===== src/rtl/utss_pkg.sv =====
package utss_pkg;

  // Table geometry
  localparam int DEPTH   = 64;
  localparam int ENTRY_W = 32;
  localparam int IDX_W   = $clog2(DEPTH);
  localparam int CNT_W   = $clog2(DEPTH + 1);
  localparam int CMD_W   = 2;

  // Command codes
  localparam logic [CMD_W-1:0] CMD_APPEND  = 2'd0;
  localparam logic [CMD_W-1:0] CMD_LOOKUP  = 2'd1;
  localparam logic [CMD_W-1:0] CMD_REMOVE  = 2'd2;
  localparam logic [CMD_W-1:0] CMD_REPLACE = 2'd3;

  // Search token that walks the cell chain
  typedef struct packed {
    logic               vld;
    logic               hit;
    logic [IDX_W-1:0]   idx;
    logic [ENTRY_W-1:0] data;
  } tok_t;

  // Broadcast control seen by every cell
  typedef struct packed {
    logic [CMD_W-1:0] cmd;
    logic [CNT_W-1:0] count;
  } ctl_t;

  // Broadcast entry write
  typedef struct packed {
    logic               en;
    logic [IDX_W-1:0]   idx;
    logic [ENTRY_W-1:0] data;
  } wr_t;

endpackage


===== src/rtl/utss_cell.sv =====
module utss_cell (
  input  logic                    clk,
  input  logic                    rst_n,
  input  logic [utss_pkg::IDX_W-1:0] cell_pos,
  input  utss_pkg::ctl_t          ctl,
  input  utss_pkg::wr_t           wr,
  input  utss_pkg::tok_t          tok_in,
  output utss_pkg::tok_t          tok_out
);
  import utss_pkg::*;

  logic [ENTRY_W-1:0] entry_r;
  tok_t               tok_r;
  tok_t               tok_nxt;
  logic               live;
  logic               last;

  // Position is live below the count; last is the top live position
  assign live = CNT_W'(cell_pos) < ctl.count;
  assign last = (CNT_W'(cell_pos) + CNT_W'(1)) == ctl.count;

  // Match the key on lookup, pick up the last entry on remove
  always_comb begin
    tok_nxt = tok_in;
    if (tok_in.vld && !tok_in.hit && live) begin
      if (ctl.cmd == CMD_LOOKUP && entry_r == tok_in.data) begin
        tok_nxt.hit = 1'b1;
        tok_nxt.idx = cell_pos;
      end else if (ctl.cmd == CMD_REMOVE && last) begin
        tok_nxt.hit  = 1'b1;
        tok_nxt.data = entry_r;
      end
    end
  end

  // Advance the token one cell per cycle
  always_ff @(posedge clk) begin
    if (!rst_n) begin
      tok_r.vld <= 1'b0;
    end else begin
      tok_r.vld <= tok_nxt.vld;
    end
    tok_r.hit  <= tok_nxt.hit;
    tok_r.idx  <= tok_nxt.idx;
    tok_r.data <= tok_nxt.data;
  end

  // Store the entry when the write targets this position
  always_ff @(posedge clk) begin
    if (wr.en && wr.idx == cell_pos) begin
      entry_r <= wr.data;
    end
  end

  assign tok_out = tok_r;

endmodule


===== config.mk =====
export PLATFORM = sky130hd
export DESIGN_NAME = utss_cell
export DESIGN_NICKNAME = d
export VERILOG_FILES = /design/src/rtl/utss_pkg.sv /design/src/rtl/utss_cell.sv
export SDC_FILE = /design/constraint.sdc
export NUM_CORES = 1
export LEC_CHECK = 0
export BUFFER_PORTS_ARGS = -buffer_cell sky130_fd_sc_hd__buf_4
export CORE_MARGIN = 2
export CORE_UTILIZATION = 51
export CTS_CLUSTER_DIAMETER = 200
export DETAILED_ROUTE_END_ITERATION = 16
export PLACE_DENSITY = 0.95
export RECOVER_POWER = 25
export SYNTH_ARGS = -nofsm -noshare
export SYNTH_HDL_FRONTEND = slang
export SYNTH_SLANG_ARGS = --single-unit

===== constraint.sdc =====
create_clock -name clk -period 12.2 [get_ports clk]
set_input_delay 1.83 -clock clk [delete_from_list [all_inputs] [get_ports clk]]
set_output_delay 1.83 -clock clk [all_outputs]
set_load 0.03 [all_outputs]

After elaboration in Yosys (flattened, before gate mapping):

Index checks and enable logic that the tools add are counted.

* $add $sub $neg: 1
* magnitude comparators: 1
* equal/unequal tests: 5
* multiplexer cells: 6
* reduce and logical (&&, ||, !) cells: 6

Operators by type and width (count)
* $mux 32: 2
* $mux 39: 1
* $eq 32x32->1: 1
* $add 6x1->7 const B: 1
* $eq 7x7->1: 1
* $lt 6x7->1: 1
* $eq 6x6->1: 1
* $mux 6: 1
* $logic_and 1x1->1: 5
* $eq 2x1->1 const B: 1
* $eq 2x2->1 const B: 1
* $mux 1: 2
* $logic_not 1->1: 1

* register bits: 72
* input port bits: 96
* output and inout bits: 40
* logic and storage cells: 24

Depth between registers and ports, before layout:

* depth after elaboration: 6
* depth in mapped cells: 9
* mapped depth without buffers: 8

Least setup slack after synthesis:

No wires, ideal clock.

* path type: in2reg
* start: input cell_pos[2] (netlist bit)
* end: register entry_r[0] (enable)
* setup time: 0.501 ns
* data arrival time: 5.297 ns
* required time: 11.699 ns
* slack: 6.402 ns
* stages on the path: 4
* path buffers: 1
* cell sequence: buf_2 xnor2_1 nand4_1 nor4_1

* longest elaborated chain between the ends: 2

Ends and longest elaborated chain
* start: declaration: line utss_cell.sv:4 `input logic [utss_pkg::IDX_W-1:0] cell_pos,`
* $eq 6x6->1: line utss_cell.sv:50 `if (wr.en && wr.idx == cell_pos) begin`
* $logic_and 1x1->1: line utss_cell.sv:50
* end signal: assignment: line utss_cell.sv:51 `entry_r <= wr.data;`
* end: declaration: line utss_cell.sv:12 `logic [ENTRY_W-1:0] entry_r;`

Every way passes these cells.
A chain may end at the register's enable or synchronous reset.

==> out/qor.csv <==
metric,value,unit
total CTS buffers,9,
Core Region,5960,µm²
headroom to the max-slew limit,34.2,%
status,"finished, final reports clean",
P_sw,0.126,mW
Max VDD drop,0.0000769,V
most frequent CP cell,buf_4,
PwrDens,117,nW/µm²
share of layout cells above drive strength 1,52.5,%
die height,82.7,µm
Worst Tran Pin Value,0.985,ns
row cnt,28,
slowest cell on the critical path,o311ai_4,
WL/cell,16.7,µm
Hold Buf Count CTS,0,
CP arrival,4.38,ns
critical path required time,12.43,ns
largest cells by area after synthesis,"edfxtp_1, dfxtp_1, mux2_4",
first-pass GRT wire length,11100,µm
worst r2r path cells,5,
Fillers,397,
Flop pwr share,50.9,%
area delta synth->final,39.7,%
max-cap violations,0,
largest net degree at the start of global routing,33,
static leakage,1.94,nW
Nets,462,
max frequency,241,MHz
drt total wl,7330,µm
I/O Pins,136,
Netlist Area Pre-Place,3160,µm²
Tcrit/Tclk final,34.0,%
CTS tree,yes,
Initial Util,53.0,%
mean area per synthesized cell,14.6,µm²
H-tree Lvls,3,
total clock sinks,72,
Crit Path Max Fanout,20,
clk_lat worst skew,0.33,ns
vias per cell,5.03,
"commonest non-fill, non-tap cell in the layout",buf_4,
GRT overflow,0,
crit path capture type,flop,
detailed placer's ending HPWL,5690,µm
crit path cell chain,"buf_4, ha_1, xnor2_1, a31oi_1, nor2_1, o311ai_4, buf_4, mux2_2",
share of the synthesized area in the top cell type,30.4,%
Vias,2210,
"area leader, netlist",edfxtp_1,
Final Slew Violations,0,
RSZ-0062 raised after global routing,false,
diodes inserted,0,
"Net Count, Synth",319,
Sw Share,24.4,%
drt drc,0,
post-synthesis cell count,216,
ys flop type,dfxtp_1,
final hold viol count,0,
r2r setup slk,9.93,ns
Critical Path Max Stage Delay,0.86,ns
gp weighted congestion,0.772,
Buf/Inv on CP,2,
ys async rst share,0,%
Die X,82.7,µm
Yosys reg bits,72,
TritonRoute pass-1 iters,4,
worst hold stages,1,
Post-CTS Resized,0,
GRT Overall Usage,22.7,%
clock power share,32.9,%
Top Family by Delay on Critical Path,compound AO/OA/AOI/OAI gates,
Logic pwr share,16.2,%
setup bufs post-CTS,0,
clk slew on worst S/H paths,0.08,ns
P_int,0.390,mW
die area,6840,µm²
1st-iter DRT viols,76,
CTS Buffer Depth,2,
Yosys Warn Count,0,
Synth cell types,29,
"commonest non-fill, non-tap cells in the layout","buf_4, xnor2_1, dfxtp_1",
antenna violations before repair,0,
Finish-stage setup viols,0,
min Tclk post-route,4.15,ns
clk root buf,clkbuf_8,
Worst Setup Path Type,primary input to flop,
number of global-route vias before repair,2344,
Final Util,74.0,%
clk_skew,0.00930,ns
IO buf count,135,
worst hold path type,flop to flop,
Critical Path Source Type,primary input,
post-route ant nets,0,
hold slack,0.524,ns
sequential area share after synthesis,55.8,%
WP depth,8,
Post-synth EDFFs,32,
setup total negative slack,0,ns
[worst register-to-register path, cell delays in order (launching register included)]
cell      delay, ns
edfxtp_1       0.42
xnor2_1        0.27
nand4_1        0.22
nor4_1         0.40
nand4_1        0.43
mux2_2         0.41
[final timing paths]
kind,start,end
max,cell_pos[0],tok_out[2]
min,entry_r[0],tok_out[0]
max reg2reg,entry_r[7],tok_out[37]
min reg2reg,entry_r[0],tok_out[0]
[power groups by stage]
| stage | Sequential, mW | Combinational, mW | Clock, mW |
|---|---|---|---|
| 4_1_cts | 0.263 | 0.0854 | 0.174 |
| 6_report | 0.263 | 0.0838 | 0.170 |
| 5_1_grt | 0.264 | 0.0897 | 0.185 |
| 3_3_place_gp | 0.268 | 0.0819 | 0 |
| 3_5_place_dp | 0.268 | 0.0848 | 0 |
| 2_1_floorplan | 0.282 | 0.0266 | 0 |
[kinds of logic (layout without fill, tap and decap cells)]
family,count (synthesis),in the layout,synth area share [%]
AOI/OAI and AO/OA,8,8,2.26
xor gates and xnor gates,47,47,13.0
adders and majority gates,7,7,2.77
buffers and inverters,12,160,2.22
DFF,72,72,55.8
muxes,38,38,17.0
and+or+nand+nor,32,32,6.90
[flip-flops by register name (all words and copies together) (netlist names)]
name and cells:
entry_r 32, tok_out 40
[layer usage]
layer,routed length (µm),up-vias,track usage (%)
li1,-,1062,-
met1,2580,1026,21.9
met2,3970,103,42.4
met3,551,19,7.72
met4,225,0,11.3
met5,0,-,0
[Yosys cell counts, drive strengths merged (3+ instances only)]
library cell / instances
a21oi: 3
buf: 5
dfxtp: 40
edfxtp: 32
ha: 7
inv: 7
mux2: 38
nand3: 3
nand4: 12
nor2: 4
nor3: 3
xnor2: 41
xor2: 6
[cell type report]
type                       count  area (µm²)  share of cell area [%]
clock buffer                  12         155                    3.52
clock inverter                 4        27.5                   0.624
inverter                       7        26.3                   0.596
multi-input combinational    132        1330                    30.2
sequential                    72        1760                    40.0
tap                           75        93.8                    2.13
timing repair buffer         137        1010                    23.0
[per-stage QoR]
step	std cells	instance area [µm²]	setup slack [ns]	power, mW
final	439	4410	8.05	0.517
after global routing	439	4410	7.95	0.539
after CTS	439	4420	8.05	0.522
after detailed placement	423	4240	7.69	0.353
after global placement	423	4240	7.75	0.350
after floorplan	216	3160	6.40	0.309
No activity file was read; power rests on OpenSTA's default activity.
